File: src/rtl/sre_pkg.sv
// Shared constants, opcodes and stage types for the small RISC executor.
package sre_pkg;

    localparam int NUM_REGS   = 16;
    localparam int DATA_WORDS = 4096;

    localparam int XLEN  = 32;
    localparam int PC_W  = 16;
    localparam int IMM_W = 16;
    localparam int IDX_W = 4;
    localparam int CMD_W = 5;

    localparam int REG_AW  = (NUM_REGS > 1) ? $clog2(NUM_REGS) : 1;
    localparam int DATA_AW = (DATA_WORDS > 1) ? $clog2(DATA_WORDS) : 1;

    localparam int PC_STEP = 4;

    typedef enum logic [CMD_W-1:0] {
        OP_MOVC  = 5'd0,
        OP_ADD   = 5'd1,
        OP_ADDL  = 5'd2,
        OP_SUB   = 5'd3,
        OP_SUBL  = 5'd4,
        OP_MUL   = 5'd5,
        OP_AND   = 5'd6,
        OP_OR    = 5'd7,
        OP_XOR   = 5'd8,
        OP_LOAD  = 5'd9,
        OP_STORE = 5'd10,
        OP_LDR   = 5'd11,
        OP_STR   = 5'd12,
        OP_BZ    = 5'd13,
        OP_BNZ   = 5'd14,
        OP_JUMP  = 5'd15,
        OP_HALT  = 5'd16,
        OP_NOP   = 5'd17
    } op_t;

    typedef struct packed {
        logic [CMD_W-1:0] cmd;
        logic [IDX_W-1:0] dest_reg;
        logic [IDX_W-1:0] src_a;
        logic [IDX_W-1:0] src_b;
        logic [IDX_W-1:0] src_c;
        logic [IMM_W-1:0] immediate;
        logic [PC_W-1:0]  instr_pc;
    } instr_t;

    typedef struct packed {
        logic [PC_W-1:0]  next_pc;
        logic             branch_taken;
        logic             reg_written;
        logic [IDX_W-1:0] write_index;
        logic [XLEN-1:0]  alu_val;
        logic             is_load;
        logic             sets_z;
        logic             address_fault;
        logic             halted;
    } s2_t;

    typedef struct packed {
        logic [PC_W-1:0]  next_pc;
        logic             branch_taken;
        logic             reg_written;
        logic [IDX_W-1:0] write_index;
        logic [XLEN-1:0]  write_value;
        logic             zero_flag;
        logic             address_fault;
        logic             halted;
    } result_t;

    typedef struct packed {
        logic             en;
        logic [IDX_W-1:0] idx_a;
        logic [IDX_W-1:0] idx_b;
        logic [IDX_W-1:0] idx_c;
    } rf_rd_t;

    typedef struct packed {
        logic             en;
        logic [IDX_W-1:0] idx;
        logic [XLEN-1:0]  data;
    } rf_wr_t;

    typedef struct packed {
        logic               rd_en;
        logic               wr_en;
        logic [DATA_AW-1:0] addr;
        logic [XLEN-1:0]    wdata;
    } dm_req_t;

endpackage

File: src/rtl/sre_ram.sv
// Generic single-write, single-read synchronous RAM with registered read.
module sre_ram #(
    parameter int WIDTH = 32,
    parameter int DEPTH = 16,
    localparam int AW = (DEPTH > 1) ? $clog2(DEPTH) : 1
) (
    input  logic             clk,
    input  logic             we,
    input  logic [AW-1:0]    waddr,
    input  logic [WIDTH-1:0] wdata,
    input  logic             re,
    input  logic [AW-1:0]    raddr,
    output logic [WIDTH-1:0] rdata
);

    logic [WIDTH-1:0] mem_reg [DEPTH];
    logic [WIDTH-1:0] rdata_reg;

    // Read returns the old contents when the same entry is written in that cycle.
    always_ff @(posedge clk)
    begin
        if (we)
        begin
            mem_reg[waddr] <= wdata;
        end
        if (re)
        begin
            rdata_reg <= mem_reg[raddr];
        end
    end

    assign rdata = rdata_reg;

endmodule

File: src/rtl/sre_regfile.sv
// Register file: three read banks with a shared write port and per-entry valid bits.
module sre_regfile import sre_pkg::*; (
    input  logic            clk,
    input  logic            rst_n,
    input  rf_rd_t          rd_req,
    input  rf_wr_t          wr_req,
    output logic [XLEN-1:0] va,
    output logic [XLEN-1:0] vb,
    output logic [XLEN-1:0] vc
);

    logic [2:0][IDX_W-1:0]  idx;
    logic [2:0][REG_AW-1:0] raddr;
    logic [2:0][XLEN-1:0]   rdata;
    logic [REG_AW-1:0]      waddr;
    logic [NUM_REGS-1:0]    valid_reg;
    logic [NUM_REGS-1:0]    valid_next;
    logic [2:0]             live_reg;
    logic [2:0]             live_next;

    assign idx   = {rd_req.idx_c, rd_req.idx_b, rd_req.idx_a};
    assign waddr = REG_AW'(wr_req.idx);

    for (genvar p = 0; p < 3; p++)
    begin : g_bank
        assign raddr[p] = REG_AW'(idx[p]);

        sre_ram #(
            .WIDTH (XLEN),
            .DEPTH (NUM_REGS)
        ) u_bank (
            .clk   (clk),
            .we    (wr_req.en),
            .waddr (waddr),
            .wdata (wr_req.data),
            .re    (rd_req.en),
            .raddr (raddr[p]),
            .rdata (rdata[p])
        );
    end

    // An entry never written since reset, or an index past the file, reads as zero.
    always_comb
    begin
        valid_next = valid_reg;
        live_next  = live_reg;
        if (rd_req.en)
        begin
            for (int p = 0; p < 3; p++)
            begin
                live_next[p] = (32'(idx[p]) < 32'(NUM_REGS)) && valid_reg[raddr[p]];
            end
        end
        if (wr_req.en)
        begin
            valid_next[waddr] = 1'b1;
        end
    end

    always_ff @(posedge clk or negedge rst_n)
    begin
        if (!rst_n)
        begin
            valid_reg <= '0;
            live_reg  <= '0;
        end
        else
        begin
            valid_reg <= valid_next;
            live_reg  <= live_next;
        end
    end

    assign va = live_reg[0] ? rdata[0] : '0;
    assign vb = live_reg[1] ? rdata[1] : '0;
    assign vc = live_reg[2] ? rdata[2] : '0;

endmodule

File: config.mk
export PLATFORM = sky130hd
export DESIGN_NAME = sre_regfile
export DESIGN_NICKNAME = d
export VERILOG_FILES = /design/src/rtl/sre_pkg.sv /design/src/rtl/sre_ram.sv /design/src/rtl/sre_regfile.sv
export SDC_FILE = /design/constraint.sdc
export NUM_CORES = 1
export LEC_CHECK = 0
export BUFFER_PORTS_ARGS = -buffer_cell sky130_fd_sc_hd__buf_2
export CAP_MARGIN = 25
export CELL_PAD_IN_SITES_DETAIL_PLACEMENT = 1
export CELL_PAD_IN_SITES_GLOBAL_PLACEMENT = 1
export CORE_ASPECT_RATIO = 0.9
export CORE_MARGIN = 3
export CORE_UTILIZATION = 55
export CTS_BUF_LIST = sky130_fd_sc_hd__clkbuf_8 sky130_fd_sc_hd__clkbuf_16
export CTS_CLUSTER_DIAMETER = 80
export DETAILED_ROUTE_END_ITERATION = 16
export PLACE_DENSITY_LB_ADDON = 0.1
export SLEW_MARGIN = 20
export SYNTH_ARGS = -nofsm -noshare
export SYNTH_HDL_FRONTEND = slang
export SYNTH_SLANG_ARGS = --single-unit
File: constraint.sdc
create_clock -name clk -period 2.2 [get_ports clk]
set_input_delay 0.22 -clock clk [delete_from_list [all_inputs] [get_ports clk]]
set_output_delay 0.22 -clock clk [all_outputs]
set_load 0.005 [all_outputs]
# [After elaboration in Yosys (flattened, before gate mapping)]
# Memories as Yosys holds them, arrays and structs flattened. A register that Yosys moved wholly into a read port is not among the register bits.
# Cells that the tools add are included.
# Widths: inputs -> output; s select.
[word_totals] word_cells=25 romBits=0 out_inout_bits=96 inputBits=52 mem_count=3 latch_bits=0 ff_bits=19 ramBits=1536
[classes] n_addsub=0 div=0 multipliers=0 n_shift=0 mux=13 eq_ne=0 n_reduce_logical=1 n_lt_le_gt_ge=5 n_bitwise=1
[memory_table] memory="g_bank[0].u_bank.mem_reg" words=16 word_bits=32 read_ports=1 rd_ports_with_merged_regs=1 write_ports=1 line="sre_ram.sv:16" text="logic [WIDTH-1:0] mem_reg [DEPTH];"
[memory_table] memory="g_bank[1].u_bank.mem_reg" words=16 word_bits=32 read_ports=1 rd_ports_with_merged_regs=1 write_ports=1 line="sre_ram.sv:16"
[memory_table] memory="g_bank[2].u_bank.mem_reg" words=16 word_bits=32 read_ports=1 rd_ports_with_merged_regs=1 write_ports=1 line="sre_ram.sv:16"
[ops] cell="$mux 32" n=3
[ops] cell="$lt 4x5->1 const B" n=4
[ops] cell="$or 16x16->16" n=1
[ops] cell="$bmux 1 s4" n=3
[ops] cell="$mux 1" n=6
[ops] cell="$demux 1 s4" n=1
[ops] cell="$ge 4x1->1 const B" n=1
[ops] cell="$logic_and 1x1->1" n=1

# [Depth between registers and ports, before layout]
# Gate-level depths: netlist of the first run.
[logic_depth] word_depth=5 depth_mapped=6 depth_no_buf=4

# [Cells and area by module]
# From an unflattened synthesis of the first run, not the netlist that was laid out.
[hier_totals] hier_cells=2692 area_unflattened_um2=62252.2
[by_module_without_submodules] module="sre_ram" n_inst=3 cells_per_inst=838 area_each_um2=20174.3 seq_area_each_um2=16335.7
[by_module_without_submodules] module="sre_regfile" n_inst=1 cells_per_inst=178 area_each_um2=1729.2 seq_area_each_um2=475.5

# [Least setup slack after synthesis of the first run]
# Ideal clock, no wire load.
[synth_timing] kind="input to register" from="input wr_req[34] (netlist bit)" to="memory g_bank[1].u_bank.mem_reg[0][0] (enable)" required_ps=1737 stages=2 path_slack_ps=-1231 arrival_time_ps=2968 cell_sequence="or3b_2 > nor3_1"
[synth_lines] element="from (decl)" line="sre_regfile.sv:6" text="input rf_wr_t wr_req,"
[synth_lines] element="to (decl)" line="sre_ram.sv:16"
# Straight into the memory's write port.

# [Worst setup path after layout of the first run]
[layout_timing] from="register live_reg[2]" to="output vc[7]"
[layout_between] elab_chain_cells=1
[layout_lines] element="from (decl)" line="sre_regfile.sv:18" text="logic [2:0] live_reg;"
[layout_lines] element="from (signal assigned)" line="sre_regfile.sv:70" text="live_reg <= live_next;"
[layout_lines] element="$mux 32" line="sre_regfile.sv:76" text="assign vc = live_reg[2] ? rdata[2] : '0;"
[layout_lines] element="to (decl)" line="sre_regfile.sv:9" text="output logic [XLEN-1:0] vc"
# Every way passes these cells.

==> metrics.txt, run 1 <==
# TYPE chip_impl_metric gauge
chip_impl_info{name="run_status",value="finished, final reports clean"} 1
chip_impl_metric{name="min_period",unit="ps"} 2110
chip_impl_metric{name="clock_skew",unit="ps"} 13.1
chip_impl_metric{name="seq_area_frac_synth",unit=""} 0.595
chip_impl_metric{name="die_h",unit="um"} 233
chip_impl_metric{name="clk_pin_slew",unit="ps"} 60
chip_impl_info{name="rsz0062_at_grt",value="no"} 1
chip_impl_metric{name="tritoncts_num_sinks",unit=""} 627
chip_impl_metric{name="drt-pass1-iter-count",unit=""} 5
chip_impl_metric{name="fill_cells",unit=""} 4457
chip_impl_metric{name="max_cap_viols",unit=""} 0
chip_impl_metric{name="ant_nets",unit=""} 0
chip_impl_metric{name="synth-edff-count",unit=""} 608
chip_impl_metric{name="htree_num_levels",unit=""} 3
chip_impl_metric{name="grt_start_max_net_pins",unit=""} 51
chip_impl_metric{name="num_rows",unit=""} 82
chip_impl_metric{name="vdd_drop_max",unit="mV"} 0.637
chip_impl_metric{name="clk-insertion-delay-late",unit="ps"} 600
chip_impl_metric{name="design.final.nets",unit=""} 1656
chip_impl_metric{name="timing.hold.ws",unit="ps"} 36.3
chip_impl_metric{name="timing.critical_path.fanout_max",unit=""} 18
chip_impl_metric{name="max_freq",unit="GHz"} 0.473
chip_impl_info{name="cts_tree",value="built"} 1
chip_impl_info{name="critPathLaunchType",value="register"} 1
chip_impl_metric{name="timing.final.ws_setup",unit="ps"} 86.3
chip_impl_info{name="hold_path_class",value="input pin to register"} 1
chip_impl_info{name="timing.critical_path.slowest_stage_cell",value="sky130_fd_sc_hd__dfrtp_2"} 1
chip_impl_metric{name="cts_buffers",unit=""} 69
chip_impl_metric{name="initial_utilization",unit=""} 0.561
chip_impl_metric{name="hpwlAfterDp",unit="mm"} 51.4
chip_impl_metric{name="grt_antenna_before_repair",unit=""} 2
chip_impl_metric{name="synth.ff_latch_count",unit=""} 627
chip_impl_metric{name="power.leakage",unit="nW"} 11.9
chip_impl_metric{name="number_of_flip_flops_in_the_largest_register",unit=""} 512
chip_impl_metric{name="aggregate_global_routing_overflow",unit=""} 0
chip_impl_metric{name="post_synth_inst_count",unit=""} 1389
chip_impl_info{name="cts_root_buf",value="sky130_fd_sc_hd__clkbuf_16"} 1
chip_impl_metric{name="number_of_global_route_vias_before_repair",unit=""} 18700
chip_impl_metric{name="placeable_core_region",unit="mm^2"} 0.0561
chip_impl_metric{name="final_max_slew_viol_count",unit=""} 0
chip_impl_metric{name="wire_length_of_the_first_global_routing_pass",unit="mm"} 132
chip_impl_metric{name="detailroute.via_count",unit=""} 17400
chip_impl_metric{name="areaGrowthSynthToFinish",unit="%"} 16.3
chip_impl_metric{name="post-route-util",unit=""} 0.652
chip_impl_metric{name="chipWidth",unit="um"} 258
chip_impl_metric{name="boundaryPins",unit=""} 148
chip_impl_info{name="cp-end-kind",value="primary output"} 1
chip_impl_metric{name="synthesis.nets",unit=""} 1441
chip_impl_metric{name="port_buffers",unit=""} 147
chip_impl_info{name="yosys_most_used_dff",value="sky130_fd_sc_hd__edfxtp_1"} 1
chip_impl_metric{name="routed_wl",unit="mm"} 90.1
chip_impl_metric{name="cts_max_path_buffers",unit=""} 3
chip_impl_metric{name="postSynthAreaPerCell",unit="um^2"} 22.7
chip_impl_metric{name="globalRouteTotalUtil",unit=""} 0.310
chip_impl_metric{name="ys_warn_count",unit=""} 0
chip_impl_info{name="criticalPathCategory",value="register to primary output"} 1
chip_impl_metric{name="detailedRoute.firstIterationViolations",unit=""} 2086
chip_impl_metric{name="gpl.final_weighted_congestion",unit=""} 0.780
chip_impl_metric{name="cellPowerDensity",unit="mW/mm^2"} 795
chip_impl_metric{name="route.detailed.vias_per_inst",unit=""} 7.19
chip_impl_metric{name="mappedNetlistArea",unit="mm^2"} 0.0315
chip_impl_metric{name="synth-async-reset-ratio",unit=""} 0.0303
chip_impl_metric{name="finalHoldViolCount",unit=""} 0
chip_impl_metric{name="period_share",unit=""} 0.961
chip_impl_metric{name="slew_headroom",unit=""} 0.610
chip_impl_metric{name="drive_above_1_share",unit=""} 0.521
chip_impl_metric{name="number_of_library_cell_types_mapped_by_synthesis",unit=""} 19
chip_impl_metric{name="setup_violations",unit=""} 0
chip_impl_metric{name="avgRoutedWirePerCell",unit="um"} 37.3
chip_impl_metric{name="crit_path_max_incr_delay",unit="ps"} 720
chip_impl_metric{name="critical_path_required",unit="ps"} 1980
chip_impl_metric{name="drc_errors",unit=""} 0
chip_impl_info{name="cp_cell_sequence",value="buf_12 -> and2_1 -> buf_2"} 1
chip_impl_metric{name="critPathArrivalTime",unit="ps"} 1890
chip_impl_metric{name="worst_slew_pin_slew",unit="ps"} 585
chip_impl_metric{name="die_area",unit="mm^2"} 0.0601
chip_impl_metric{name="detailedPlace.worstSlack",unit="ps"} 118
## cell usage after synthesis, types with 4 or more instances
library cell | number | area [um^2]
sky130_fd_sc_hd__buf_2 | 21 | 105
sky130_fd_sc_hd__mux2i_1 | 9 | 90.1
sky130_fd_sc_hd__dfrtp_1 | 19 | 475
sky130_fd_sc_hd__or2_2 | 16 | 100
sky130_fd_sc_hd__mux4_2 | 492 | 11100
sky130_fd_sc_hd__nor2_1 | 12 | 45.0
sky130_fd_sc_hd__and2_1 | 96 | 601
sky130_fd_sc_hd__edfxtp_1 | 608 | 18300
sky130_fd_sc_hd__buf_1 | 26 | 97.6
sky130_fd_sc_hd__clkbuf_1 | 44 | 165
sky130_fd_sc_hd__buf_6 | 30 | 338
sky130_fd_sc_hd__nor3_1 | 4 | 20.0
## metal layers
layer,global-route usage,vias up,part of all wire
met5,0,-,0
met4,0.0940,0,0.031
met3,0.0504,180,0.089
met2,0.517,1036,0.51
met1,0.429,9446,0.37
li1,-,6695,-
## final timing paths
kind | startpoint | endpoint | slack [ps] | cells past startpoint
setup / recovery | live_reg[2]$_DFFE_PN0P_ | vc[7] | 90 | 3
hold / removal | wr_req[27] | g_bank[2].u_bank.mem_reg[1][27]$_DFFE_PP_ | 40 | 1
setup reg to reg | g_bank[1].u_bank.mem_reg[15][29]$_DFFE_PP_ | g_bank[0].u_bank.rdata[29]$_DFFE_PP_ | 470 | 2
hold reg to reg | valid_reg[7]$_DFFE_PN0P_ | valid_reg[7]$_DFFE_PN0P_ | 520 | 1
max in group asynchronous | rst_n | live_reg[0]$_DFFE_PN0P_ | 1680 | 2
min in group asynchronous | rst_n | live_reg[1]$_DFFE_PN0P_ | 170 | 2
## cells by family (layout without fill, tap and decap cells)
family	Yosys count	after routing	share of synthesized area
simple gates	135	135	0.0258
other cells	0	2	0
mux	504	504	0.356
flops	627	627	0.595
buf+inv	123	391	0.0227
## per-stage QoR
step	cell area [um^2]	cells	setup TNS, ps	power, mW
2_1_floorplan	31500	1389	-36660	16.2
3_3_place_gp	34100	2257	0	17.8
3_5_place_dp	34100	2257	0	17.9
4_1_cts	36600	2413	0	29.3
5_1_grt	36600	2414	0	30.1
6_report	36600	2415	0	29.1
## what timing repair did
item	CTS	global route
endpoints found under the hold margin	515	0
resized for setup	2	0
setup buffers	0	0
hold buffers	32	0
setup endpoints to repair	17	0
## area by class of cell
| type | count | area [um^2] | share of cell area |
|---|---|---|---|
| timing repair buffer | 267 | 2550 | 0.0696 |
| tap | 756 | 946 | 0.0258 |
| clock inverter | 51 | 408 | 0.0111 |
| antenna | 2 | 5.00 | 0.000137 |
| multi-input combinational | 639 | 12200 | 0.332 |
| clock buffer | 73 | 1800 | 0.0493 |
| sequential | 627 | 18700 | 0.512 |
## power by group
part           total [mW]  switching [mW]  leakage [nW]  internal, mW
clock network        11.4            4.72          1.15          6.64
registers            14.0           0.405          5.76          13.6
logic                3.74            1.77          4.97          1.97
## cells in the final DEF, fill, tap and decap left out
master | netlist | final
sky130_fd_sc_hd__and2_1 | 96 | 96
sky130_fd_sc_hd__or3b_2 | 1 | 1
sky130_fd_sc_hd__clkinv_4 | 0 | 2
sky130_fd_sc_hd__buf_12 | 0 | 62
sky130_fd_sc_hd__nand2_1 | 1 | 1
sky130_fd_sc_hd__nand3b_1 | 2 | 2
sky130_fd_sc_hd__inv_1 | 0 | 16
sky130_fd_sc_hd__diode_2 | 0 | 2
sky130_fd_sc_hd__or2_2 | 16 | 16
sky130_fd_sc_hd__mux4_2 | 492 | 492
sky130_fd_sc_hd__dfrtp_2 | 0 | 1
sky130_fd_sc_hd__dfrtp_1 | 19 | 16
sky130_fd_sc_hd__edfxtp_1 | 608 | 608
sky130_fd_sc_hd__inv_6 | 0 | 7
sky130_fd_sc_hd__nor2_4 | 0 | 12
sky130_fd_sc_hd__mux2_2 | 3 | 3
sky130_fd_sc_hd__bufinv_16 | 0 | 6
sky130_fd_sc_hd__clkinv_1 | 0 | 11
sky130_fd_sc_hd__clkbuf_8 | 0 | 5
sky130_fd_sc_hd__buf_6 | 30 | 3
sky130_fd_sc_hd__buf_2 | 21 | 137
sky130_fd_sc_hd__dlygate4sd3_1 | 0 | 32
sky130_fd_sc_hd__mux2i_1 | 9 | 9
sky130_fd_sc_hd__clkbuf_16 | 0 | 71
sky130_fd_sc_hd__buf_4 | 0 | 30
sky130_fd_sc_hd__nand3_1 | 1 | 1
sky130_fd_sc_hd__dfrtp_4 | 0 | 2
sky130_fd_sc_hd__clkinv_2 | 0 | 8
sky130_fd_sc_hd__nand2b_1 | 2 | 2
sky130_fd_sc_hd__clkinvlp_4 | 0 | 1
sky130_fd_sc_hd__nor3_4 | 0 | 4
## critical path: cells and delay by family (launching register included)
kind | cells | cell delay, ps
buf+inv | 2 | 390
flops | 1 | 720
simple gates | 1 | 170
No activity file was read; power rests on OpenSTA's default activity.
==> run 2, diff against run 1 <==
--- a/config.mk
+++ b/config.mk
@@ -11,11 +11,12 @@
 export CELL_PAD_IN_SITES_GLOBAL_PLACEMENT = 1
 export CORE_ASPECT_RATIO = 0.9
 export CORE_MARGIN = 3
-export CORE_UTILIZATION = 55
+export CORE_UTILIZATION = 35
 export CTS_BUF_LIST = sky130_fd_sc_hd__clkbuf_8 sky130_fd_sc_hd__clkbuf_16
 export CTS_CLUSTER_DIAMETER = 80
 export DETAILED_ROUTE_END_ITERATION = 16
 export PLACE_DENSITY_LB_ADDON = 0.1
+export SKIP_LAST_GASP = 1
 export SLEW_MARGIN = 20
 export SYNTH_ARGS = -nofsm -noshare
 export SYNTH_HDL_FRONTEND = slang
==> run 2 against run 1 <==
Against the previous run: sequential share of layout area down 1.3 points; critical path depth unchanged; register-to-register slack better by 30 ps; first-iteration DRC count down 22%; combinational power up 4%; non-clock buffer count up 19; flip-flop and latch count unchanged; routed wire length up 8.8%; core utilization down 23 points; final area up 2.6%.
==> metrics.txt, run 2 (same netlist as run 1, synthesis figures left out) <==
# TYPE chip_impl_metric gauge
chip_impl_info{name="run_status",value="finished, final reports clean"} 1
chip_impl_metric{name="route.detailed.vias_per_inst",unit=""} 5.93
chip_impl_metric{name="htree_num_levels",unit=""} 3
chip_impl_metric{name="clk_pin_slew",unit="ps"} 60
chip_impl_metric{name="detailroute.via_count",unit=""} 16900
chip_impl_info{name="final_common_cell",value="sky130_fd_sc_hd__edfxtp_1"} 1
chip_impl_info{name="critPathLaunchType",value="register"} 1
chip_impl_metric{name="crit_path_max_incr_delay",unit="ps"} 720
chip_impl_info{name="hold_path_class",value="input pin to async pin"} 1
chip_impl_metric{name="gpl.final_weighted_congestion",unit=""} 0.738
chip_impl_metric{name="design.final.nets",unit=""} 1681
chip_impl_info{name="timing.critical_path.slowest_stage_cell",value="sky130_fd_sc_hd__dfrtp_4"} 1
chip_impl_metric{name="routed_wl",unit="mm"} 98.1
chip_impl_metric{name="chipWidth",unit="um"} 322
chip_impl_metric{name="wire_length_of_the_first_global_routing_pass",unit="mm"} 141
chip_impl_metric{name="instances_no_fill",unit=""} 2846
chip_impl_info{name="cp_cell_sequence",value="buf_4 -> and2_1 -> buf_2"} 1
chip_impl_metric{name="worst_slew_pin_slew",unit="ps"} 621
chip_impl_metric{name="grt_antenna_before_repair",unit=""} 5
chip_impl_metric{name="setup_violations",unit=""} 0
chip_impl_metric{name="hpwlAfterDp",unit="mm"} 57.0
chip_impl_info{name="startpoint",value="live_reg[1]$_DFFE_PN0P_"} 1
chip_impl_metric{name="initial_utilization",unit=""} 0.356
chip_impl_info{name="r2r-start",value="g_bank[1].u_bank.mem_reg[5][30]$_DFFE_PP_"} 1
chip_impl_info{name="criticalPathCategory",value="register to primary output"} 1
chip_impl_metric{name="vdd_drop_max",unit="mV"} 0.462
chip_impl_metric{name="finalHoldViolCount",unit=""} 0
chip_impl_metric{name="cts_max_path_buffers",unit=""} 3
chip_impl_metric{name="timing.reg2reg.worst_path_depth",unit=""} 2
chip_impl_metric{name="die_area",unit="mm^2"} 0.0935
chip_impl_metric{name="power.leakage",unit="nW"} 12.1
chip_impl_metric{name="drt-pass1-iter-count",unit=""} 5
chip_impl_metric{name="drc_errors",unit=""} 0
chip_impl_metric{name="post-route-util",unit=""} 0.425
chip_impl_metric{name="tritoncts_num_sinks",unit=""} 627
chip_impl_metric{name="max_cap_viols",unit=""} 0
chip_impl_metric{name="cellPowerDensity",unit="mW/mm^2"} 794
chip_impl_metric{name="cts_buffers",unit=""} 75
chip_impl_metric{name="slew_headroom",unit=""} 0.585
chip_impl_info{name="layout_common_cells",value="sky130_fd_sc_hd__edfxtp_1, sky130_fd_sc_hd__mux4_2, sky130_fd_sc_hd__buf_2, sky130_fd_sc_hd__and2_1, sky130_fd_sc_hd__clkbuf_16"} 1
chip_impl_metric{name="number_of_global_route_vias_before_repair",unit=""} 18300
chip_impl_metric{name="period_share",unit=""} 0.958
chip_impl_metric{name="drive_above_1_share",unit=""} 0.520
chip_impl_metric{name="aggregate_global_routing_overflow",unit=""} 0
chip_impl_info{name="cts_root_buf",value="sky130_fd_sc_hd__clkbuf_16"} 1
chip_impl_metric{name="avgRoutedWirePerCell",unit="um"} 34.5
chip_impl_metric{name="detailedRoute.firstIterationViolations",unit=""} 1636
chip_impl_metric{name="critical_path_required",unit="ps"} 1980
chip_impl_metric{name="final_max_slew_viol_count",unit=""} 0
chip_impl_metric{name="ant_nets",unit=""} 0
chip_impl_metric{name="clock_skew",unit="ps"} 13.9
chip_impl_metric{name="min_period",unit="ps"} 2110
chip_impl_metric{name="placeable_core_region",unit="mm^2"} 0.0884
chip_impl_metric{name="boundaryPins",unit=""} 148
chip_impl_info{name="rsz0062_at_grt",value="no"} 1
chip_impl_metric{name="clk-insertion-delay-late",unit="ps"} 620
chip_impl_metric{name="grt_start_max_net_pins",unit=""} 49
chip_impl_metric{name="max_freq",unit="GHz"} 0.475
chip_impl_metric{name="globalRouteTotalUtil",unit=""} 0.213
chip_impl_metric{name="port_buffers",unit=""} 147
chip_impl_info{name="cp-end-kind",value="primary output"} 1
chip_impl_metric{name="areaGrowthSynthToFinish",unit="%"} 19.3
chip_impl_metric{name="num_rows",unit=""} 103
chip_impl_info{name="cts_tree",value="built"} 1
chip_impl_metric{name="die_h",unit="um"} 290
chip_impl_metric{name="number_of_flip_flops_in_the_largest_register",unit=""} 512
chip_impl_metric{name="dpl.cell_count",unit=""} 2673
chip_impl_metric{name="timing.critical_path.fanout_max",unit=""} 19
chip_impl_metric{name="critPathArrivalTime",unit="ps"} 1890
-- run 2: cell types whose count changed in the layout (fill, tap and decap cells not counted), sizes merged --
cell	previous run	this run
buf	232	252
bufinv	6	3
clkbuf	76	82
clkinv	21	29
dlygate4sd3	32	34
inv	23	22
-- run 2: per-stage QoR --
stage	area (um^2)	setup WS, ps	hold WS [ps]	TNS (ps)	power (mW)
detailed placement	34800	93.3	205	0	18.2
floorplan	31500	-367	-75.6	-36660	16.2
CTS	37500	33.7	181	0	30.2
global route	37500	6.78	236	0	30.9
global placement	34800	121	203	0	18.1
finish	37500	93.5	234	0	29.8
-- run 2: cell type report --
| cell class | count | area [um^2] |
|---|---|---|
| Clock buffer | 82 | 2040 |
| Sequential cell | 627 | 18700 |
| Timing Repair Buffer | 286 | 2850 |
| Clock inverter | 55 | 308 |
| Fill cell | 8110 | 50900 |
| Tap cell | 1155 | 1450 |
| Antenna cell | 2 | 5.00 |
| Multi-Input combinational cell | 639 | 12200 |
-- run 2: layer usage --
layer | global-route usage | part of all wire
met1 | 0.296 | 0.43
met2 | 0.354 | 0.50
met3 | 0.0311 | 0.045
met4 | 0.0542 | 0.025
met5 | 0 | 0.00013
-- run 2: final timing paths --
kind | slack [ps] | endpoint
max | 90 | vb[7]
min | 230 | valid_reg[2]$_DFFE_PN0P_
max reg2reg | 500 | g_bank[0].u_bank.rdata[30]$_DFFE_PP_
min reg2reg | 520 | valid_reg[13]$_DFFE_PN0P_
max in group asynchronous | 1590 | live_reg[1]$_DFFE_PN0P_
min in group clk | 270 | g_bank[1].u_bank.mem_reg[3][8]$_DFFE_PP_
-- run 2: repair_timing --
item,in CTS,in global routing
endpoints found under the hold margin,536,0
hold buffers,34,0
setup endpoints to repair,19,0
gates resized for setup,2,0
buffers inserted,0,0
-- run 2: power breakdown --
group	leakage (nW)	internal, mW	switching, mW
clock	1.23	6.97	4.96
combinational	5.11	2.02	1.87
sequential	5.76	13.6	0.367
total	12.1	22.6	7.19
-- run 2: critical path, delay by kind of cell, from the launching register on --
family / cells / cell delay (ps)
flops: 1 / 720
buf+inv: 2 / 400
simple gates: 1 / 150
